**config.mk**
```make
export PLATFORM = sky130hd
export DESIGN_NAME = moving_average_window_alarm
export DESIGN_NICKNAME = d
export VERILOG_FILES = /design/src/hw/rtl/mawa_pkg.sv /design/src/hw/rtl/moving_average_window_alarm.sv /design/src/hw/rtl/mawa_window.sv /design/src/hw/rtl/mawa_divider.sv
export VERILOG_INCLUDE_DIRS = /design/src /design/src/hw/rtl
export SDC_FILE = /design/constraint.sdc
export NUM_CORES = 1
export LEC_CHECK = 0
export ABC_AREA = 1
export BUFFER_PORTS_ARGS = -buffer_cell sky130_fd_sc_hd__buf_4
export CORE_UTILIZATION = 50
export DETAILED_ROUTE_END_ITERATION = 10
export HOLD_SLACK_MARGIN = 0.06
export PLACE_DENSITY = 0.64
export SETUP_SLACK_MARGIN = 0.02
export SLEW_MARGIN = 40
export SYNTH_ARGS = -nofsm -noshare
export SYNTH_HDL_FRONTEND = slang
export SYNTH_SLANG_ARGS = --single-unit
```
**constraint.sdc**
```tcl
create_clock -name clk -period 4 [get_ports clk]
set_input_delay 0.2 -clock clk [delete_from_list [all_inputs] [get_ports clk]]
set_output_delay 0.2 -clock clk [all_outputs]
set_load 0.005 [all_outputs]
```
**src/hw/rtl/moving_average_window_alarm_macros.svh**
```systemverilog
// ---------------------------------------------------------------------------
// Assertion macros for the moving average window alarm
// Concurrent checks in simulation, empty bodies in synthesis.
// ---------------------------------------------------------------------------
`ifndef MOVING_AVERAGE_WINDOW_ALARM_MACROS_SVH
`define MOVING_AVERAGE_WINDOW_ALARM_MACROS_SVH

`ifndef SYNTHESIS
// check with reset masking
`define MAWA_ASSERT(lbl, clk, rst_n, prop, msg) \
	lbl: assert property (@(posedge clk) disable iff (!rst_n) prop) else $error(msg);
// check that also holds during reset
`define MAWA_ASSERT_ALWAYS(lbl, clk, prop, msg) \
	lbl: assert property (@(posedge clk) prop) else $error(msg);
`else
`define MAWA_ASSERT(lbl, clk, rst_n, prop, msg)
`define MAWA_ASSERT_ALWAYS(lbl, clk, prop, msg)
`endif

`endif

```
**src/hw/rtl/mawa_pkg.sv**
```systemverilog
// ---------------------------------------------------------------------------
// mawa_pkg
// Shared constants and types of the moving average window alarm.
// ---------------------------------------------------------------------------
package mawa_pkg;

	localparam int WINDOW    = 10;
	localparam int SAMPLE_W  = 16;
	localparam int SLOT_W    = (WINDOW > 1) ? $clog2(WINDOW) : 1;
	localparam int CNT_W     = $clog2(WINDOW + 1);
	localparam int SUM_W     = SAMPLE_W + $clog2(WINDOW);
	localparam int DIV_CNT_W = $clog2(SUM_W + 1);
	localparam int CFG_IDX_W = 2;

	localparam logic [CFG_IDX_W-1:0] REG_HIGH_LIMIT = 2'd0;
	localparam logic [CFG_IDX_W-1:0] REG_LOW_LIMIT  = 2'd1;

	localparam logic [SAMPLE_W-1:0] HIGH_LIMIT_RESET = 16'd4100;
	localparam logic [SAMPLE_W-1:0] LOW_LIMIT_RESET  = 16'd3000;

	typedef struct packed {
		logic rd_en;
		logic wr_en;
	} win_ctrl_t;

	typedef struct packed {
		logic [SUM_W-1:0] sum;
		logic [CNT_W-1:0] count;
	} win_stat_t;

	typedef struct packed {
		logic             start;
		logic [SUM_W-1:0] dividend;
		logic [CNT_W-1:0] divisor;
	} div_req_t;

	typedef struct packed {
		logic             done;
		logic [SUM_W-1:0] quotient;
	} div_rsp_t;

endpackage

```
**src/hw/rtl/moving_average_window_alarm.sv**
```systemverilog
// ---------------------------------------------------------------------------
// moving_average_window_alarm
// Boxcar average of battery voltage samples with a high/low window alarm.
// ---------------------------------------------------------------------------
// Usage:
//   Input channel (in_valid/in_ready/sample_mv) takes one word, a sample in
//   millivolts. Output channel (out_valid/out_ready) returns one word per
//   sample: the truncated average of the last WINDOW samples (fewer while the
//   ring fills) and out_of_range, set when the average lies above
//   high_limit_mv or below low_limit_mv.
//   Configuration channel (cfg_valid/cfg_ready/cfg_index/cfg_data) writes the
//   high limit at index 0 and the low limit at index 1; other indices drop.
//   Write it only while no sample is in flight. cfg_ready is always high.
// Steps:
//   From acceptance to out_valid a sample passes one sum update, the
//   iterations of the bit-serial divider, one step to take its done flag
//   and one to register the result. in_ready is low for the whole of
//   that time and rises with out_valid, so a new sample is taken only once
//   the last one is through.
// Reset and stall:
//   Reset empties the ring, zeroes the sum and fill count and loads the
//   limits with 4100 mV and 3000 mV. A finished word waits in the output
//   register while out_ready is low; a new sample is taken meanwhile, and its
//   result holds in the divider until the output register frees.
// ---------------------------------------------------------------------------
`include "moving_average_window_alarm_macros.svh"

module moving_average_window_alarm (
	input  logic                                clk,
	input  logic                                arst_n,
	input  logic                                in_valid,
	output logic                                in_ready,
	input  logic [mawa_pkg::SAMPLE_W-1:0]       sample_mv,
	output logic                                out_valid,
	input  logic                                out_ready,
	output logic [mawa_pkg::SAMPLE_W-1:0]       average_mv,
	output logic                                out_of_range,
	input  logic                                cfg_valid,
	output logic                                cfg_ready,
	input  logic [mawa_pkg::CFG_IDX_W-1:0]      cfg_index,
	input  logic [mawa_pkg::SAMPLE_W-1:0]       cfg_data
);

	// sequencer states
	localparam logic [1:0] S_IDLE = 2'd0;  // wait for a sample
	localparam logic [1:0] S_SUM  = 2'd1;  // oldest entry read, update sum and ring
	localparam logic [1:0] S_DIV  = 2'd2;  // divider iterating
	localparam logic [1:0] S_OUT  = 2'd3;  // quotient ready, wait for output register

	logic [1:0]                    state_q;
	logic [mawa_pkg::SAMPLE_W-1:0] sample_q;
	logic [mawa_pkg::SAMPLE_W-1:0] high_limit_q;
	logic [mawa_pkg::SAMPLE_W-1:0] low_limit_q;
	logic                          out_valid_q;
	logic [mawa_pkg::SAMPLE_W-1:0] average_q;
	logic                          alarm_q;

	mawa_pkg::win_ctrl_t           win_ctrl;
	mawa_pkg::win_stat_t           win_stat;
	mawa_pkg::div_req_t            div_req;
	mawa_pkg::div_rsp_t            div_rsp;

	logic                          in_acc;
	logic                          out_free;
	logic [mawa_pkg::SAMPLE_W-1:0] avg;
	logic                          alarm;

	assign in_ready  = (state_q == S_IDLE);
	assign in_acc    = in_valid && in_ready;
	assign cfg_ready = 1'b1;
	// output register can take a word when empty or emptying now
	assign out_free  = !out_valid_q || out_ready;

	// the sum never exceeds WINDOW * 65535, so the average fits a word
	assign avg   = div_rsp.quotient[mawa_pkg::SAMPLE_W-1:0];
	assign alarm = (avg > high_limit_q) || (avg < low_limit_q);

	// read the oldest entry on acceptance, write the new sample in the cycle after
	assign win_ctrl.rd_en = in_acc;
	assign win_ctrl.wr_en = (state_q == S_SUM);

	assign div_req.start    = (state_q == S_SUM);
	assign div_req.dividend = win_stat.sum;
	assign div_req.divisor  = win_stat.count;

	mawa_window u_window (
		.clk    (clk),
		.arst_n (arst_n),
		.ctrl   (win_ctrl),
		.sample (sample_q),
		.stat   (win_stat)
	);

	mawa_divider u_divider (
		.clk    (clk),
		.arst_n (arst_n),
		.req    (div_req),
		.rsp    (div_rsp)
	);

	// configuration registers
	always_ff @(posedge clk or negedge arst_n) begin
		if (!arst_n) begin
			high_limit_q <= mawa_pkg::HIGH_LIMIT_RESET;
			low_limit_q  <= mawa_pkg::LOW_LIMIT_RESET;
		end else if (cfg_valid) begin
			case (cfg_index)
				mawa_pkg::REG_HIGH_LIMIT: high_limit_q <= cfg_data;
				mawa_pkg::REG_LOW_LIMIT:  low_limit_q  <= cfg_data;
				default: ;
			endcase
		end
	end

	// sequencer
	always_ff @(posedge clk or negedge arst_n) begin
		if (!arst_n) begin
			state_q <= S_IDLE;
		end else begin
			case (state_q)
				S_IDLE: begin
					if (in_acc) begin
						state_q <= S_SUM;
					end
				end
				S_SUM: state_q <= S_DIV;
				S_DIV: begin
					if (div_rsp.done) begin
						state_q <= S_OUT;
					end
				end
				S_OUT: begin
					if (out_free) begin
						state_q <= S_IDLE;
					end
				end
				default: state_q <= S_IDLE;
			endcase
		end
	end

	// hold the sample for the ring write
	always_ff @(posedge clk) begin
		if (in_acc) begin
			sample_q <= sample_mv;
		end
	end

	// output register
	always_ff @(posedge clk or negedge arst_n) begin
		if (!arst_n) begin
			out_valid_q <= 1'b0;
		end else if ((state_q == S_OUT) && out_free) begin
			out_valid_q <= 1'b1;
		end else if (out_ready) begin
			out_valid_q <= 1'b0;
		end
	end

	always_ff @(posedge clk) begin
		if ((state_q == S_OUT) && out_free) begin
			average_q <= avg;
			alarm_q   <= alarm;
		end
	end

	assign out_valid    = out_valid_q;
	assign average_mv   = average_q;
	assign out_of_range = alarm_q;

	`MAWA_ASSERT(a_busy_after_accept, clk, arst_n, in_acc |=> !in_ready, "ready again right after a sample")
	`MAWA_ASSERT(a_done_in_div, clk, arst_n, div_rsp.done |-> (state_q == S_DIV), "divider finished outside the divide step")
	`MAWA_ASSERT(a_alarm_match, clk, arst_n, out_valid_q |-> (alarm_q == ((average_q > high_limit_q) || (average_q < low_limit_q))), "alarm disagrees with limits")

endmodule

```
**src/hw/rtl/mawa_window.sv**
```systemverilog
// ---------------------------------------------------------------------------
// mawa_window
// Sample ring, oldest slot pointer, saturating fill count and running sum.
// ---------------------------------------------------------------------------
`include "moving_average_window_alarm_macros.svh"

module mawa_window (
	input  logic                               clk,
	input  logic                               arst_n,
	input  mawa_pkg::win_ctrl_t                ctrl,
	input  logic [mawa_pkg::SAMPLE_W-1:0]      sample,
	output mawa_pkg::win_stat_t                stat
);

	logic [mawa_pkg::SAMPLE_W-1:0] ring_mem [mawa_pkg::WINDOW];
	logic [mawa_pkg::SAMPLE_W-1:0] rd_q;
	logic [mawa_pkg::SLOT_W-1:0]   slot_q;
	logic [mawa_pkg::CNT_W-1:0]    count_q;
	logic [mawa_pkg::SUM_W-1:0]    sum_q;
	logic                          full;
	logic [mawa_pkg::SAMPLE_W-1:0] oldest;

	// entries are written in slot order, so the slot ahead is unwritten until full
	assign full   = (count_q == mawa_pkg::CNT_W'(mawa_pkg::WINDOW));
	assign oldest = full ? rd_q : '0;

	assign stat.sum   = sum_q - mawa_pkg::SUM_W'(oldest) + mawa_pkg::SUM_W'(sample);
	assign stat.count = full ? count_q : count_q + mawa_pkg::CNT_W'(1);

	always_ff @(posedge clk) begin
		if (ctrl.rd_en) begin
			rd_q <= ring_mem[slot_q];
		end
		if (ctrl.wr_en) begin
			ring_mem[slot_q] <= sample;
		end
	end

	always_ff @(posedge clk or negedge arst_n) begin
		if (!arst_n) begin
			slot_q  <= '0;
			count_q <= '0;
			sum_q   <= '0;
		end else if (ctrl.wr_en) begin
			sum_q   <= stat.sum;
			count_q <= stat.count;
			if (slot_q == mawa_pkg::SLOT_W'(mawa_pkg::WINDOW - 1)) begin
				slot_q <= '0;
			end else begin
				slot_q <= slot_q + mawa_pkg::SLOT_W'(1);
			end
		end
	end

	`MAWA_ASSERT(a_count_bound, clk, arst_n, count_q <= mawa_pkg::CNT_W'(mawa_pkg::WINDOW), "fill count beyond window")

endmodule

```
**src/hw/rtl/mawa_divider.sv**
```systemverilog
// ---------------------------------------------------------------------------
// mawa_divider
// Restoring divider, one quotient bit per cycle.
// ---------------------------------------------------------------------------
`include "moving_average_window_alarm_macros.svh"

module mawa_divider (
	input  logic               clk,
	input  logic               arst_n,
	input  mawa_pkg::div_req_t req,
	output mawa_pkg::div_rsp_t rsp
);

	logic                           busy_q;
	logic                           done_q;
	logic [mawa_pkg::DIV_CNT_W-1:0] cnt_q;
	logic [mawa_pkg::SUM_W-1:0]     quo_q;
	logic [mawa_pkg::CNT_W-1:0]     rem_q;
	logic [mawa_pkg::CNT_W-1:0]     divisor_q;
	logic [mawa_pkg::CNT_W:0]       trial;
	logic [mawa_pkg::CNT_W:0]       rem_nx;
	logic                           ge;

	// shift in the next dividend bit, subtract when it fits
	assign trial  = {rem_q, quo_q[mawa_pkg::SUM_W-1]};
	assign ge     = (trial >= {1'b0, divisor_q});
	assign rem_nx = ge ? (trial - {1'b0, divisor_q}) : trial;

	always_ff @(posedge clk or negedge arst_n) begin
		if (!arst_n) begin
			busy_q <= 1'b0;
			done_q <= 1'b0;
			cnt_q  <= '0;
		end else if (req.start) begin
			busy_q <= 1'b1;
			done_q <= 1'b0;
			cnt_q  <= mawa_pkg::DIV_CNT_W'(mawa_pkg::SUM_W);
		end else if (busy_q) begin
			cnt_q  <= cnt_q - mawa_pkg::DIV_CNT_W'(1);
			busy_q <= (cnt_q != mawa_pkg::DIV_CNT_W'(1));
			done_q <= (cnt_q == mawa_pkg::DIV_CNT_W'(1));
		end else begin
			done_q <= 1'b0;
		end
	end

	always_ff @(posedge clk) begin
		if (req.start) begin
			quo_q     <= req.dividend;
			rem_q     <= '0;
			divisor_q <= req.divisor;
		end else if (busy_q) begin
			quo_q <= {quo_q[mawa_pkg::SUM_W-2:0], ge};
			rem_q <= rem_nx[mawa_pkg::CNT_W-1:0];
		end
	end

	assign rsp.done     = done_q;
	assign rsp.quotient = quo_q;

	`MAWA_ASSERT(a_done_pulse, clk, arst_n, done_q |=> !done_q, "divider done longer than one cycle")
	`MAWA_ASSERT(a_rem_bound, clk, arst_n, done_q |-> (rem_q < divisor_q), "remainder not below divisor")

endmodule

```
==> flow_metrics.env, run 1 <==
export IMPL_layout_setup_ws_ns=0.805
export IMPL_vias=9478
export IMPL_finalSetupTns_ns=0
export IMPL_cts_made_buffers=35
export IMPL_status="complete, no violations"
export IMPL_dp_hpwl_um=19800
export IMPL_cap_violations=0
export IMPL_async_flop_share_pct=22.8
export IMPL_crit_slowest_cell="fa_1"
export IMPL_io_pins=59
export IMPL_htreeDepth=2
export IMPL_drc=0
export IMPL_clk_path_buf_depth=3
export IMPL_cts_sinks=307
export IMPL_synth_area_sq_um=14400
export IMPL_crit_chain="inv_1 -> ha_1 -> nand3_2 -> nor2_1 -> fa_1 -> inv_1 -> fa_1 -> nand3_1 -> nand3_1 -> nand2_1 -> nand2_2 -> nand2_1 -> nand3b_1 -> nand3_1 -> nand2_1"
export IMPL_skew_ns=0.0194
export IMPL_hold_path_class="in2reg"
export IMPL_viasPerCell=5.14
export IMPL_grt_overflow=0
export IMPL_postRouteWirelength_um=30600
export IMPL_slew_viol_final=0
export IMPL_required_ns=4.28
export IMPL_synth_edff_count=233
export IMPL_ys_seq_area_share_pct=61.4
export IMPL_cts_root_buf="clkbuf_16"
export IMPL_ys_ff_latch=307
export IMPL_slew_headroom_pct=48.5
export IMPL_place_congestion=0.846
export IMPL_max_stage_delay_ns=0.50
export IMPL_drtAntennaViolNets=0
export IMPL_place_inst=1748
export IMPL_p_total_mw=6.72
export IMPL_drive_above_1_share_pct=13.5
export IMPL_wl_per_cell_um=16.6
export IMPL_syn_num_nets=1450
export IMPL_stdcell_count=1843
export IMPL_timing_fmax_mhz=313
export IMPL_fin_nets=1560
export IMPL_power_density_nw_per_um2=403
export IMPL_critPathLaunchType="flip-flop"
export IMPL_grt_usage_pct=21.8
export IMPL_fp_dieW_um=172
export IMPL_dp_slack_ns=0.829
export IMPL_hold_violations=0
export IMPL_netlist_instances=1331
export IMPL_post_cts_buffers=0
export IMPL_initial_core_util_pct=51.4
export IMPL_antenna_found_initial=0
export IMPL_synthToLayoutAreaGrowth_pct=16.0
export IMPL_diodes=0
export IMPL_fin_crit_sh_pct=79.9
export IMPL_place_port_buffers=57
export IMPL_path_class="reg2reg"
export IMPL_p_leak_nw=6.97
export IMPL_synth_cell_type_count=45
export IMPL_synth_ff_type="edfxtp_1"
export IMPL_rsz0062_at_grt="false"
export IMPL_crit_path_max_fanout=18
export IMPL_grt_pass1_vias=9370
export IMPL_synth_yosys_warnings=0
export IMPL_rows=61
export IMPL_arrival_ns=3.48
export IMPL_drtPass1Iterations=6
export IMPL_endpoint_kind="flip-flop"
export IMPL_clk_latency_ns=0.53
export IMPL_worst_hold_slack_ns=0.167
export IMPL_ir_drop_mv=0.301
export IMPL_synth_area_per_cell_sq_um=10.8
export IMPL_cts_tree="built"
export IMPL_setup_viol_count_final=0
export IMPL_first_iter_violations=671
export IMPL_die_y_um=172
export IMPL_grt_first_pass_wirelength_um=49200
export IMPL_worst_slew_pin_slew_ns=0.772
export IMPL_core_sq_um=28000
export IMPL_grt_max_degree=71
export IMPL_clk_pin_slew_ns=0.06
export IMPL_dieArea_sq_um=29500
export IMPL_min_period_ns=3.20
## layer usage
layer  GRT usage [%]  share of wire, %  up-vias  wire, um
li1                -                 -     4684         -
met1            28.9                46     4538     14000
met2            37.1                48      216     14700
met3            3.06               4.2       40      1290
met4            6.87               2.2        0       661
met5               0                 0        -         0
## layout by cell type, fill, tap and decap left out, types with 7 or more instances in the layout
master / instances
clkbuf_1: 8
dlygate4sd3_1: 34
xor2_1: 10
fa_1: 17
nor2_1: 78
clkbuf_16: 36
edfxtp_1: 233
nand2_2: 14
nand3_1: 91
inv_1: 189
dfstp_2: 9
a22oi_1: 32
inv_2: 8
o21ai_1: 8
o211ai_2: 14
buf_4: 77
nand2_1: 294
dfrtp_1: 60
ha_1: 62
o21ai_0: 76
nand3_2: 7
a21oi_1: 34
## power by group
part           total, mW  switching, mW  internal [mW]
registers           3.49         0.0282           3.46
clock network       2.98           1.25           1.72
logic              0.257          0.132          0.125
## cell type report
cell class              count  area (sq um)
clock buffers              47           972
clock inverters            14           101
fillers                  2376         11300
inverters                 198           748
multi-input cells         785          4600
flip-flops and latches    307          8840
well taps                 378           473
repair buffers            114           952
## sequential cells by signal, indices dropped and copies added (netlist names), 2 cells and up
| register | flops |
|---|---|
| average_mv | 16 |
| high_limit_q | 16 |
| u_window.count_q | 4 |
| u_divider.divisor_q | 4 |
| u_window.rd_q | 16 |
| u_window.sum_q | 20 |
| u_divider.quo_q | 20 |
| u_divider.rem_q | 4 |
| u_divider.cnt_q | 5 |
| u_window.ring_mem | 160 |
| sample_q | 16 |
| u_window.slot_q | 4 |
| state_q | 2 |
| low_limit_q | 16 |
## worst max-delay path, delay by kind of cell, from the launching register on
family,cells,cell delay (ns)
and+or+nand+nor,10,1.20
adders and majority gates,3,1.19
DFF,1,0.40
buffers and inverters,2,0.15
## final timing paths
path,slack (ns),endpoint,depth (start not counted),from
worst max-delay path,0.80,u_divider.quo_q[16]$_DFFE_PP_,15,u_window.count_q[0]$_DFFE_PN0P_
worst min-delay path,0.17,low_limit_q[7]$_DFFE_PN1P_,3,cfg_index[1]
worst max register to register,0.80,u_divider.quo_q[16]$_DFFE_PP_,15,u_window.count_q[0]$_DFFE_PN0P_
worst min register to register,0.45,average_mv[0]$_DFFE_PP_,0,u_divider.quo_q[0]$_DFFE_PP_
max in group asynchronous,3.22,u_window.slot_q[1]$_DFFE_PN0P_,2,arst_n
min in group asynchronous,0.28,u_window.sum_q[19]$_DFFE_PN0P_,2,arst_n
## metrics by stage
| stage | area, sq um | utilization, % |
|---|---|---|
| detailed placement | 15300 | 54.5 |
| global placement | 15200 | 54.4 |
| finish | 16700 | 59.6 |
| CTS | 16700 | 59.6 |
| global route | 16700 | 59.6 |
| floorplan | 14400 | - |
## cell usage after synthesis (7+ instances only)
| library cell | instances | area [sq um] |
|---|---|---|
| nand3_1 | 91 | 455 |
| ha_1 | 63 | 788 |
| nor2_1 | 78 | 293 |
| inv_1 | 191 | 717 |
| dfstp_2 | 9 | 236 |
| fa_1 | 17 | 340 |
| nand2_2 | 13 | 81.3 |
| clkbuf_1 | 17 | 63.8 |
| dfrtp_1 | 61 | 1530 |
| edfxtp_1 | 233 | 7000 |
| o21ai_0 | 76 | 380 |
| o211ai_2 | 14 | 175 |
| o21ai_1 | 8 | 40.0 |
| buf_2 | 11 | 55.1 |
| nand2_1 | 295 | 1110 |
| nand3_2 | 7 | 70.1 |
| xor2_1 | 10 | 87.6 |
| a21oi_1 | 35 | 175 |
| a22oi_1 | 32 | 240 |
## cells by family (layout without fill, tap and decap cells)
logic type               count (synthesis)  count (layout)  share of synthesized area (%)
AO/OA/AOI/OAI                          182             182                           7.97
XOR/XNOR                                10              10                          0.609
adder cells (fa/ha/maj)                 80              80                           7.84
buffers and inverters                  239             373                           6.78
other                                    1               1                         0.0261
AND/OR/NAND/NOR                        512             512                           15.3
flip-flops                             307             307                           61.4
## what timing repair did
item,CTS,global route
gates resized for setup,0,0
hold buffers,34,0
setup endpoints to repair,0,0
hold endpoints to repair,110,0
Power figures use the tool's default switching activity.
==> run 2, diff against run 1 <==
--- a/config.mk
+++ b/config.mk
@@ -11,7 +11,7 @@
 export CORE_UTILIZATION = 50
 export DETAILED_ROUTE_END_ITERATION = 10
 export HOLD_SLACK_MARGIN = 0.06
-export PLACE_DENSITY = 0.64
+export PLACE_DENSITY = 0.66
 export SETUP_SLACK_MARGIN = 0.02
 export SLEW_MARGIN = 40
 export SYNTH_ARGS = -nofsm -noshare
==> constraint.sdc (replaced) <==
create_clock -name clk -period 2.8 [get_ports clk]
set_input_delay 0.14 -clock clk [delete_from_list [all_inputs] [get_ports clk]]
set_output_delay 0.14 -clock clk [all_outputs]
set_load 0.005 [all_outputs]
==> run 2 against run 1 <==
The flow now finishes with violations (negative setup slack). Largest cell class unchanged. Final area grew 3.2%. Critical path type unchanged. Utilization increased by 1.9 points. Hold slack worse by 0.020 ns. Largest power group unchanged.
==> flow_metrics.env, run 2 (same netlist as run 1, synthesis figures left out) <==
export IMPL_vias=9720
export IMPL_cts_tree="built"
export IMPL_htreeDepth=1
export IMPL_io_pins=59
export IMPL_diodes=0
export IMPL_rr_worst_depth=13
export IMPL_hold_violations=0
export IMPL_crit_path_start="u_window.count_q[1]$_DFFE_PN0P_"
export IMPL_fin_nets=1612
export IMPL_critPathLaunchType="flip-flop"
export IMPL_p_total_mw=9.39
export IMPL_clk_path_buf_depth=3
export IMPL_largest_reg_flops=160
export IMPL_required_ns=3.12
export IMPL_skew_ns=0.00966
export IMPL_cts_root_buf="clkbuf_16"
export IMPL_clk_latency_ns=0.57
export IMPL_wl_met1_um=14000
export IMPL_clk_pin_slew_ns=0.06
export IMPL_arrival_ns=3.15
export IMPL_dr_wl_met3_um=1490
export IMPL_grt_pass1_vias=9698
export IMPL_synthToLayoutAreaGrowth_pct=19.6
export IMPL_viasPerCell=5.13
export IMPL_placed_area_sq_um=15700
export IMPL_drc=0
export IMPL_cts_made_buffers=31
export IMPL_rr_startpoint="u_window.count_q[1]$_DFFE_PN0P_"
export IMPL_worst_slew_pin_slew_ns=0.788
export IMPL_regMostFlops="u_window.ring_mem"
export IMPL_final_common_cell="nand2_1"
export IMPL_initial_core_util_pct=51.4
export IMPL_fp_dieW_um=172
export IMPL_cap_violations=0
export IMPL_slew_viol_final=0
export IMPL_crit_end="u_divider.quo_q[18]$_DFFE_PP_"
export IMPL_worst_hold_slack_ns=0.147
export IMPL_grt_overflow=0
export IMPL_ir_drop_mv=0.552
export IMPL_rsz0062_at_grt="true"
export IMPL_largestRegisters="u_window.ring_mem: 160 flops, u_divider.quo_q: 20 flops, u_window.sum_q: 20 flops"
export IMPL_hold_path_class="in2reg"
export IMPL_dp_slack_ns=-0.166
export IMPL_setup_viol_count_final=4
export IMPL_grt_max_degree=71
export IMPL_endpoint_kind="flip-flop"
export IMPL_place_inst=1800
export IMPL_drtPass1Iterations=5
export IMPL_p_leak_nw=7.20
export IMPL_crit_path_max_fanout=8
export IMPL_die_y_um=172
export IMPL_timing_fmax_mhz=354
export IMPL_drive_above_1_share_pct=18.4
export IMPL_violations="negative setup slack"
export IMPL_grt_first_pass_wirelength_um=50300
export IMPL_first_iter_violations=658
export IMPL_stdcell_count=1896
export IMPL_status="finished with violations"
export IMPL_place_port_buffers=57
export IMPL_power_density_nw_per_um2=546
export IMPL_r2r_setup_slack_ns=-0.02
export IMPL_wl_met2_um=15100
export IMPL_slew_headroom_pct=47.5
export IMPL_top_layer_used="met4"
export IMPL_fin_crit_sh_pct=101
export IMPL_layout_common_cells="290 x nand2_1, 233 x edfxtp_1, 187 x inv_1"
export IMPL_min_period_ns=2.82
export IMPL_path_class="reg2reg"
export IMPL_layout_setup_ws_ns=-0.0249
export IMPL_dieArea_sq_um=29500
export IMPL_cts_sinks=307
export IMPL_wl_per_cell_um=16.5
export IMPL_rows=61
export IMPL_core_sq_um=28000
export IMPL_place_congestion=0.891
export IMPL_fin_util_pct=61.4
export IMPL_postRouteWirelength_um=31400
export IMPL_grt_usage_pct=22.1
export IMPL_finalSetupTns_ns=-0.0544
export IMPL_dp_hpwl_um=20700
export IMPL_design_area_sq_um=17200
export IMPL_rr_endpoint="u_divider.quo_q[18]$_DFFE_PP_"
export IMPL_antenna_found_initial=0
export IMPL_drtAntennaViolNets=0
## run 2: changes by cell type in the layout (fill, tap and decap cells not counted), moves of 4 or more
| cell | before | now |
|---|---|---|
| nand2_1 | 294 | 290 |
| nor2_2 | 4 | 14 |
| nor2_1 | 78 | 66 |
| a21oi_2 | 1 | 10 |
| a21oi_1 | 34 | 26 |
| buf_4 | 77 | 129 |
| clkbuf_16 | 36 | 31 |
| ha_1 | 62 | 58 |
| nand2_2 | 14 | 18 |
## run 2: layer usage
layer  vias up  GRT usage, %
met5         -             0
met2       233          38.3
met3        47          2.74
met4         0          5.86
li1       4786             -
met1      4654          29.2
## run 2: area by class of cell
type / count / area [sq um]
fillers: 2273 / 10800
flip-flops and latches: 307 / 8840
inverters: 198 / 748
repair buffers: 168 / 1390
well taps: 378 / 473
clock buffers: 40 / 820
multi-input cells: 787 / 4770
clock inverters: 18 / 174
## run 2: report_power, final
group,switching (mW),internal (mW)
sequential,0.0406,4.94
combinational,0.186,0.177
clock,1.71,2.34
## run 2: what timing repair did
item	in CTS	in global routing
endpoints found under the setup margin	25	34
pin swaps	3	2
hold endpoints to repair	121	0
hold buffers	35	0
buffers inserted	1	0
resized for setup	12	31
gates cloned	2	0
## run 2: worst max-delay path, stage by stage, from the launching register on
cell     delay [ns]
dfrtp_1        0.41
ha_4           0.22
nand3_4        0.17
nor2_2         0.06
fa_1           0.47
inv_1          0.07
fa_1           0.44
buf_4          0.16
nand3_1        0.11
nand3_2        0.13
nand2_1        0.11
nand3_1        0.09
nand3_2        0.10
nand2_1        0.05
## run 2: how the worst min path moves through the flow
| stage | start | slack (ns) | endpoint | depth (start not counted) |
|---|---|---|---|---|
| after CTS | cfg_index[0] | 0.11 | low_limit_q[3]$_DFFE_PN1P_ | 5 |
| after global placement | sample_mv[5] | 0.32 | sample_q[5]$_DFFE_PP_ | 1 |
| final | cfg_index[0] | 0.15 | low_limit_q[3]$_DFFE_PN1P_ | 5 |
| after global routing | cfg_index[0] | 0.16 | low_limit_q[3]$_DFFE_PN1P_ | 5 |
| after floorplan | arst_n | -0.16 | high_limit_q[0]$_DFFE_PN0P_ | 0 |
| after detailed placement | arst_n | 0.22 | high_limit_q[3]$_DFFE_PN0P_ | 1 |
